`src/aps_pkg.sv`:
```
// Shared types, codes and saturation helpers for the aging priority scheduler.
package aps_pkg;

	// Default table size and fixed field widths
	localparam int SLOTS_DEF  = 4;
	localparam int PRIO_W     = 16;
	localparam int CFG_IDX_W  = 1;
	localparam int CFG_DATA_W = 8;

	// Request operation codes
	localparam logic OP_LOAD = 1'b0;
	localparam logic OP_TICK = 1'b1;

	// Slot run states
	localparam logic [1:0] ST_INACTIVE = 2'd0;
	localparam logic [1:0] ST_READY    = 2'd1;
	localparam logic [1:0] ST_FINISHED = 2'd2;

	// Configuration register indexes
	localparam logic [CFG_IDX_W-1:0] CFG_AGING_STEP  = 1'b0;
	localparam logic [CFG_IDX_W-1:0] CFG_RUN_PENALTY = 1'b1;

	// Configuration reset values
	localparam logic [CFG_DATA_W-1:0] AGING_STEP_RST  = 8'd1;
	localparam logic [CFG_DATA_W-1:0] RUN_PENALTY_RST = 8'd3;

	localparam logic signed [PRIO_W-1:0] PRIO_MAX = 16'sh7fff;
	localparam logic signed [PRIO_W-1:0] PRIO_MIN = 16'sh8000;

	typedef struct packed {
		logic               operation;
		logic [1:0]         slot_index;
		logic [15:0]        task_id;
		logic signed [15:0] priority_req;
		logic [1:0]         run_state;
		logic [15:0]        quanta;
	} req_t;

	typedef struct packed {
		logic               picked;
		logic [1:0]         picked_slot;
		logic [15:0]        picked_id;
		logic signed [15:0] picked_priority;
		logic [15:0]        picked_left;
		logic               all_done;
	} rsp_t;

	// Clamp a 17-bit signed sum to the 16-bit signed range
	function automatic logic signed [PRIO_W-1:0] sat_prio(input logic signed [PRIO_W:0] v);
		logic signed [PRIO_W-1:0] r;
		if (v[PRIO_W] != v[PRIO_W-1]) begin
			r = v[PRIO_W] ? PRIO_MIN : PRIO_MAX;
		end else begin
			r = v[PRIO_W-1:0];
		end
		return r;
	endfunction

	// Priority raised by the aging step, saturated
	function automatic logic signed [PRIO_W-1:0] prio_age(
		input logic signed [PRIO_W-1:0] p,
		input logic [CFG_DATA_W-1:0]    step
	);
		logic signed [PRIO_W:0] s;
		s = $signed({p[PRIO_W-1], p}) + $signed({{(PRIO_W+1-CFG_DATA_W){1'b0}}, step});
		return sat_prio(s);
	endfunction

	// Priority lowered by the run penalty, saturated
	function automatic logic signed [PRIO_W-1:0] prio_charge(
		input logic signed [PRIO_W-1:0] p,
		input logic [CFG_DATA_W-1:0]    pen
	);
		logic signed [PRIO_W:0] s;
		s = $signed({p[PRIO_W-1], p}) - $signed({{(PRIO_W+1-CFG_DATA_W){1'b0}}, pen});
		return sat_prio(s);
	endfunction

endpackage

```
`src/aps_pick_tree.sv`:
```
// Tournament compare tree that selects the highest-priority candidate slot.
module aps_pick_tree import aps_pkg::*; #(
	parameter int SLOTS = SLOTS_DEF
) (
	input  logic                       cand  [SLOTS],
	input  logic signed [PRIO_W-1:0]   prio  [SLOTS],
	output logic                       found,
	output logic [$clog2(SLOTS)-1:0]   idx
);

	localparam int IDX_W  = $clog2(SLOTS);
	localparam int LEAVES = 1 << IDX_W;

	logic                     node_v [2*LEAVES];
	logic signed [PRIO_W-1:0] node_p [2*LEAVES];
	logic [IDX_W-1:0]         node_i [2*LEAVES];

	// Node zero is unused; tie it off
	assign node_v[0] = 1'b0;
	assign node_p[0] = '0;
	assign node_i[0] = '0;

	// Fill the leaves; padding leaves never win
	for (genvar j = 0; j < LEAVES; j++) begin : g_leaf
		if (j < SLOTS) begin : g_used
			assign node_v[LEAVES+j] = cand[j];
			assign node_p[LEAVES+j] = prio[j];
		end else begin : g_pad
			assign node_v[LEAVES+j] = 1'b0;
			assign node_p[LEAVES+j] = '0;
		end
		assign node_i[LEAVES+j] = IDX_W'(j);
	end

	// Merge pairs; the left (lower index) side wins a tie
	for (genvar n = 1; n < LEAVES; n++) begin : g_node
		logic take_left;
		assign take_left = node_v[2*n] &&
			(!node_v[2*n+1] || (node_p[2*n] >= node_p[2*n+1]));
		assign node_v[n] = node_v[2*n] || node_v[2*n+1];
		assign node_p[n] = take_left ? node_p[2*n] : node_p[2*n+1];
		assign node_i[n] = take_left ? node_i[2*n] : node_i[2*n+1];
	end

	assign found = node_v[1];
	assign idx   = node_i[1];

endmodule

```
`src/aps_slot_table.sv`:
```
// Task slot table with load, pick, charge and aging update in one pass.
module aps_slot_table import aps_pkg::*; #(
	parameter int SLOTS = SLOTS_DEF
) (
	input  logic                  clk,
	input  logic                  arst_n,
	input  logic                  item_en,
	input  req_t                  item,
	input  logic [CFG_DATA_W-1:0] aging_step,
	input  logic [CFG_DATA_W-1:0] run_penalty,
	output rsp_t                  result
);

	localparam int IDX_W = $clog2(SLOTS);

	logic [15:0]              ids_q      [SLOTS];
	logic signed [PRIO_W-1:0] prio_q     [SLOTS];
	logic [1:0]               state_q    [SLOTS];
	logic [15:0]              quanta_q   [SLOTS];

	logic [15:0]              ids_nxt    [SLOTS];
	logic signed [PRIO_W-1:0] prio_nxt   [SLOTS];
	logic [1:0]               state_nxt  [SLOTS];
	logic [15:0]              quanta_nxt [SLOTS];

	logic                     cand       [SLOTS];
	logic                     found;
	logic [IDX_W-1:0]         pick_idx;
	logic                     run;
	logic [IDX_W+1:0]         pick_ext;
	logic                     any_left;

	// Mark slots eligible to run: ready, time left, priority above zero
	always_comb begin
		for (int i = 0; i < SLOTS; i++) begin
			cand[i] = (state_q[i] == ST_READY) && (quanta_q[i] != 16'd0) &&
				(prio_q[i] > 16'sd0);
		end
	end

	aps_pick_tree #(
		.SLOTS (SLOTS)
	) u_pick (
		.cand  (cand),
		.prio  (prio_q),
		.found (found),
		.idx   (pick_idx)
	);

	assign run = (item.operation == OP_TICK) && found;

	// Compute the table after this request
	always_comb begin
		for (int i = 0; i < SLOTS; i++) begin
			ids_nxt[i]    = ids_q[i];
			prio_nxt[i]   = prio_q[i];
			state_nxt[i]  = state_q[i];
			quanta_nxt[i] = quanta_q[i];
			if (item.operation == OP_LOAD) begin
				if (int'(item.slot_index) == i) begin
					ids_nxt[i]    = item.task_id;
					prio_nxt[i]   = item.priority_req;
					state_nxt[i]  = item.run_state;
					quanta_nxt[i] = item.quanta;
				end
			end else if (run && (int'(pick_idx) == i)) begin
				prio_nxt[i]   = prio_charge(prio_q[i], run_penalty);
				quanta_nxt[i] = quanta_q[i] - 16'd1;
				state_nxt[i]  = (quanta_q[i] == 16'd1) ? ST_FINISHED : ST_READY;
			end else if (state_q[i] == ST_READY) begin
				prio_nxt[i] = prio_age(prio_q[i], aging_step);
			end
		end
	end

	// Check whether any slot still holds time
	always_comb begin
		any_left = 1'b0;
		for (int i = 0; i < SLOTS; i++) begin
			any_left = any_left | (quanta_nxt[i] != 16'd0);
		end
	end

	// Build the result for this request
	assign pick_ext = (IDX_W+2)'(pick_idx);

	always_comb begin
		result = '0;
		if (run) begin
			result.picked          = 1'b1;
			result.picked_slot     = pick_ext[1:0];
			result.picked_id       = ids_q[pick_idx];
			result.picked_priority = prio_nxt[pick_idx];
			result.picked_left     = quanta_nxt[pick_idx];
		end
		result.all_done = !any_left;
	end

	// Commit the table when the request moves on
	always_ff @(posedge clk or negedge arst_n) begin
		if (!arst_n) begin
			for (int i = 0; i < SLOTS; i++) begin
				ids_q[i]    <= '0;
				prio_q[i]   <= '0;
				state_q[i]  <= ST_INACTIVE;
				quanta_q[i] <= '0;
			end
		end else if (item_en) begin
			for (int i = 0; i < SLOTS; i++) begin
				ids_q[i]    <= ids_nxt[i];
				prio_q[i]   <= prio_nxt[i];
				state_q[i]  <= state_nxt[i];
				quanta_q[i] <= quanta_nxt[i];
			end
		end
	end

endmodule

```
`src/aging_priority_scheduler.sv`:
```
// Top level of the aging priority scheduler: request/response registers and configuration.
//
// Usage:
//   Requests enter on req_valid/req_data and are taken at a clock edge where
//   req_valid is high and req_stall is low. Operation load writes one slot;
//   operation tick picks the highest-priority ready slot, charges it one
//   quantum and the run penalty, and ages every other ready slot.
//   Every request yields exactly one response on rsp_valid/rsp_data, taken
//   at an edge where rsp_valid is high and rsp_stall is low.
//   A request taken into the request register is presented as a response once
//   it moves on into the response register. Throughput: one request per cycle
//   unless a held response is stalled; the pick tree and the slot update are
//   combinational between the two registers; the table writes as the response loads.
//   When the receiver stalls with a response held, the request register
//   still takes one more request; after that req_stall rises until the
//   response is taken.
//   Configuration: cfg_wr_en writes cfg_wdata to register cfg_index
//   (aging_step, run_penalty) at the clock edge; write only while idle.
//   Reset: all slots clear to inactive with zero id, priority and time;
//   aging_step resets to 1 and run_penalty to 3; no response is pending.
module aging_priority_scheduler import aps_pkg::*; #(
	parameter int SLOTS = SLOTS_DEF
) (
	input  logic                  clk,
	input  logic                  arst_n,
	input  logic                  req_valid,
	output logic                  req_stall,
	input  req_t                  req_data,
	output logic                  rsp_valid,
	input  logic                  rsp_stall,
	output rsp_t                  rsp_data,
	input  logic                  cfg_wr_en,
	input  logic [CFG_IDX_W-1:0]  cfg_index,
	input  logic [CFG_DATA_W-1:0] cfg_wdata
);

	logic                  valid_s1;
	req_t                  data_s1;
	logic                  rsp_valid_q;
	rsp_t                  rsp_data_q;
	logic [CFG_DATA_W-1:0] aging_step_q;
	logic [CFG_DATA_W-1:0] run_penalty_q;
	logic                  advance;
	logic                  req_take;
	rsp_t                  result;

	// Advance when the response register is free or being drained
	assign advance   = !rsp_valid_q || !rsp_stall;
	assign req_stall = valid_s1 && !advance;
	assign req_take  = req_valid && !req_stall;

	// Hold the request in the input stage
	always_ff @(posedge clk or negedge arst_n) begin
		if (!arst_n) begin
			valid_s1 <= 1'b0;
		end else if (req_take) begin
			valid_s1 <= 1'b1;
		end else if (advance) begin
			valid_s1 <= 1'b0;
		end
	end

	always_ff @(posedge clk) begin
		if (req_take) begin
			data_s1 <= req_data;
		end
	end

	aps_slot_table #(
		.SLOTS (SLOTS)
	) u_table (
		.clk         (clk),
		.arst_n      (arst_n),
		.item_en     (valid_s1 && advance),
		.item        (data_s1),
		.aging_step  (aging_step_q),
		.run_penalty (run_penalty_q),
		.result      (result)
	);

	// Register the response
	always_ff @(posedge clk or negedge arst_n) begin
		if (!arst_n) begin
			rsp_valid_q <= 1'b0;
		end else if (advance) begin
			rsp_valid_q <= valid_s1;
		end
	end

	always_ff @(posedge clk) begin
		if (advance && valid_s1) begin
			rsp_data_q <= result;
		end
	end

	assign rsp_valid = rsp_valid_q;
	assign rsp_data  = rsp_data_q;

	// Decode configuration writes
	always_ff @(posedge clk or negedge arst_n) begin
		if (!arst_n) begin
			aging_step_q  <= AGING_STEP_RST;
			run_penalty_q <= RUN_PENALTY_RST;
		end else if (cfg_wr_en) begin
			unique case (cfg_index)
				CFG_AGING_STEP:  aging_step_q  <= cfg_wdata;
				CFG_RUN_PENALTY: run_penalty_q <= cfg_wdata;
				default: ;
			endcase
		end
	end

endmodule

```
`config.mk`:
```
export PLATFORM = sky130hd
export DESIGN_NAME = aging_priority_scheduler
export DESIGN_NICKNAME = d
export VERILOG_FILES = /design/src/aps_pkg.sv /design/src/aps_pick_tree.sv /design/src/aps_slot_table.sv /design/src/aging_priority_scheduler.sv
export SDC_FILE = /design/constraint.sdc
export NUM_CORES = 1
export LEC_CHECK = 0
export BUFFER_PORTS_ARGS = -buffer_cell sky130_fd_sc_hd__buf_2
export CAP_MARGIN = 20
export CORE_MARGIN = 1
export CORE_UTILIZATION = 60
export DETAILED_ROUTE_END_ITERATION = 8
export PLACE_DENSITY_LB_ADDON = 0.2
export REMOVE_ABC_BUFFERS = 1
export SYNTH_ARGS = -nofsm -noshare
export SYNTH_HDL_FRONTEND = slang
export SYNTH_HIERARCHICAL = 1
export SYNTH_SLANG_ARGS = --single-unit
```
`constraint.sdc`:
```
create_clock -name clk -period 10 [get_ports clk]
set_clock_uncertainty 0.2 [all_clocks]
set_input_delay 0.5 -clock clk [delete_from_list [all_inputs] [get_ports clk]]
set_output_delay 0.5 -clock clk [all_outputs]
set_load 0.01 [all_outputs]
```
==> out/metrics.cfg <==
[outcome]
run_status=finished, final reports clean

[place]
portBuffers=120
post_dp_cell_area_um2=25460
dp_slack_ps=1030
dp_hpwl_um=63500
gpl.final_weighted_congestion=1.037

[critical_path]
end_kind=flip-flop
worstSetupStartpointType=flip-flop
path_max_fanout=16
reg2reg_setup_slack_ps=680
crit_required_ps=10110
setup.worst_path.class=reg -> reg
worst-r2r-cell-count=27
cp-startpoint=u_table/quanta_q[3]
timing.critical_path.arrival_ps=9430
reg2reg_from=u_table/quanta_q[3]
crit-reg2reg-capture=rsp_data[16]
capturing_instance_or_port_of_the_critical_path=rsp_data[16]

[floorplanning]
floorplan.rows=73
floorplan.die_area_um2=41400
die_extent_in_y_um=203.5
pin_count=121
core_area_um2=39910
start_util_pct=61.02
floorplan.die.width_um=203.5

[timing]
setup-violations-final=0
worst_slew_margin_rel_pct=24.57
timing_hold_violations_final=0
post-route-worst-setup-slack_ps=676.0
fmax_ghz=0.1073
tightestPinTransition_ps=1131
fin_crit_sh_pct=93.24
fin_hold_ws_ps=3.602
layout_min_cycle_time_ps=9324
setup_repair_after_global_routing_missed_its_margin=no
report.final.slew_viol_count=0

[global_routing]
largest_net_degree_at_the_start_of_global_routing=120
grt_antenna_before_repair=3
grt_util_overall_pct=44.07
number_of_global_route_vias_before_repair=22400
grt_pass1_wl_um=137300
grt-ovfl-total=0

[synth]
synth_top_cells_by_count=nand2_1 (294), dfrtp_1 (215), a21oi_1 (186)
synth.top_cells.by_area=dfrtp_1 (22%), edfxtp_1 (13%), mux2_2 (7.1%)
ys_seq_elements=323
asyncSetResetFlopFracSynth_pct=67.49
netlist.area_leader.share_pct=22.09
cell_area_after_technology_mapping_um2=24350
ys_warn_count=6
mapped_cells=2638
seq_area_frac_synth_pct=35.36
netlist.top_cell.by_area=dfrtp_1
ys_dominant_reg_cell=dfrtp_1
synth_most_common_cell=nand2_1
synth-edff-count=105
postSynthAreaPerCell_um2=9.232
synth.distinct_cells=100

[finish]
fillers=3028
final_design_area_no_fill_um2=27330
multi_input_comb_area_um2=14850
final_core_utilization_pct=68.47
post_route_cells_drive_above_1_share_pct=17.49
fin_nets=2954
areaGrowthSynthToFinish_pct=12.21
area_taken_by_flip_flops_and_latches_um2=8612

[cts]
cts_tree=yes
clk_latency_ps=570
cts-buffers-inserted=37
numClockSinks=323
clock_tree.root_cell=clkbuf_16
ctsLongestPathBuffers=3
cts_resized=0
ctsHtreeMaxLevel=2
worst_setup_hold_path_clk_slew_ps=60

[min_path]
hold_path_class=in -> reg

[routing]
first_iter_violations=3238
detail_route.vias_per_cell=7.120
dr.pass1.iters=8
drc=0
routedWlPerCell_um=27.79
postRouteAntennaNets=0
dr_total_vias=23590
routed_wl_um=92070

[power_and_ir_drop]
power.switching_mw=4.539
finalPower_mw=9.406
power.share.sequential_pct=27.3
cellLeakagePower_nw=11.31
clockPowerShare_pct=15.2
combinationalPowerShare_pct=57.5
vdd.ir_drop.worst_v=0.0002131
power.share.switching_pct=48.25
internal_power_mw=4.867
power_dens_cells_nw_per_um2=344.2

[run]
max-cap-violations=0

==> repair_timing <==
item                                   in CTS  in global routing
hold buffers                               61                  0
setup buffers                               0                  0
endpoints found under the hold margin     155                  0
==> cell type report <==
class	instances	share of cell area, %
multi-input combinational	2079	54.33
timing repair buffer	235	6.062
antenna	4	0.03663
clock inverter	15	0.6639
tap	525	2.404
sequential	323	31.51
inverter	79	1.085
clock buffer	53	3.905
==> state kept, by name, summed over array words and instances, names as in the netlist <==
signal and count:
u_table/prio_q 64, run_penalty_q 8, u_table/quanta_q 64, rsp_data 52, u_table/ids_q 64, valid_s1 1, u_table/state_q 8, rsp_valid 1
data_s1 53, aging_step_q 8
==> power groups by stage <==
stage / clock network (mW) / logic, mW / registers (mW)
final: 1.43 / 5.41 / 2.57
after global placement: 0 / 5.03 / 2.51
after floorplan: 0 / 3.62 / 2.36
after detailed placement: 0 / 5.14 / 2.53
after global routing: 1.48 / 5.78 / 2.60
after CTS: 1.42 / 5.20 / 2.51
==> cell usage in the layout, fill, tap and decap left out, drive strengths merged, types with 9 or more instances in the layout <==
| cell type | count |
|---|---|
| o22ai | 35 |
| buf | 174 |
| nor2 | 172 |
| nand3 | 51 |
| ha | 124 |
| or2 | 15 |
| mux2i | 56 |
| or4 | 22 |
| clkinv | 10 |
| nand2 | 295 |
| o22a | 13 |
| o211ai | 28 |
| mux4 | 32 |
| and3 | 47 |
| o21ai | 154 |
| nand4 | 34 |
| a31oi | 48 |
| a211oi | 29 |
| inv | 81 |
| a221oi | 17 |
| o31ai | 14 |
| dfrtp | 215 |
| o21a | 16 |
| xnor2 | 69 |
| a21o | 32 |
| dlygate4sd3 | 61 |
| or3 | 21 |
| nand2b | 24 |
| edfxtp | 105 |
| xor2 | 54 |
| nor2b | 21 |
| nor3 | 66 |
| nor4 | 50 |
| mux2 | 169 |
| a21oi | 187 |
| a41oi | 9 |
| and2 | 41 |
| clkbuf | 53 |
==> worst min-delay path by stage <==
stage                                  to    startpoint  cells after the start  slack, ps
final                     aging_step_q[3]  cfg_wdata[3]                      2          4
after CTS                 aging_step_q[1]  cfg_wdata[1]                      2        0.4
after floorplan           aging_step_q[1]        arst_n                      0          4
after detailed placement        rsp_valid      valid_s1                      1        290
after global placement          rsp_valid      valid_s1                      1        270
after global routing      aging_step_q[3]  cfg_wdata[3]                      2          7
==> metal layers <==
layer  up-vias  GRT usage [%]  part of all wire [%]
met5         -              0                     0
met4         0          19.09                   4.5
met3       344          12.45                    13
met2      1756          65.31                    43
met1     11390          60.18                    39
li1      10100              -                     -
==> logic make-up after synthesis <==
group                    synth area share (%)
AO/OA/AOI/OAI                           17.98
XOR/XNOR                                4.423
adder cells (fa/ha/maj)                 7.028
buffers and inverters                   3.904
flip-flops                              35.36
multiplexers                            13.32
AND/OR/NAND/NOR                         17.99
==> worst max-delay path, cell delays in order (launching register included) <==
cell and delay, ps:
dfrtp_1 450, or4_1 620, nor4_2 510, nand2_1 110, nor3_1 300, a21oi_1 210
nand2_1 110, a2111oi_0 60, nand4_1 110, and3_1 860, mux2i_1 490, ha_1 330
nand4_1 190, nor4_1 90, or4b_2 600, or4_1 460, nand2_1 140, a2bb2oi_4 350
nor2b_1 450, nand2_1 290, buf_4 290, nor3b_1 540, nand2_1 150, xnor2_1 150
nand2_1 60, o21ai_0 210, mux4_2 540, and2_1 180
==> through the flow <==
| step | TNS [ps] | cells |
|---|---|---|
| final | 0 | 3313 |
| after global routing | 0 | 3309 |
| after CTS | 0 | 3309 |
| after detailed placement | 0 | 3180 |
| after global placement | 0 | 3178 |
| after floorplan | -1848640 | 2481 |
No activity file was read; power rests on OpenSTA's default activity.
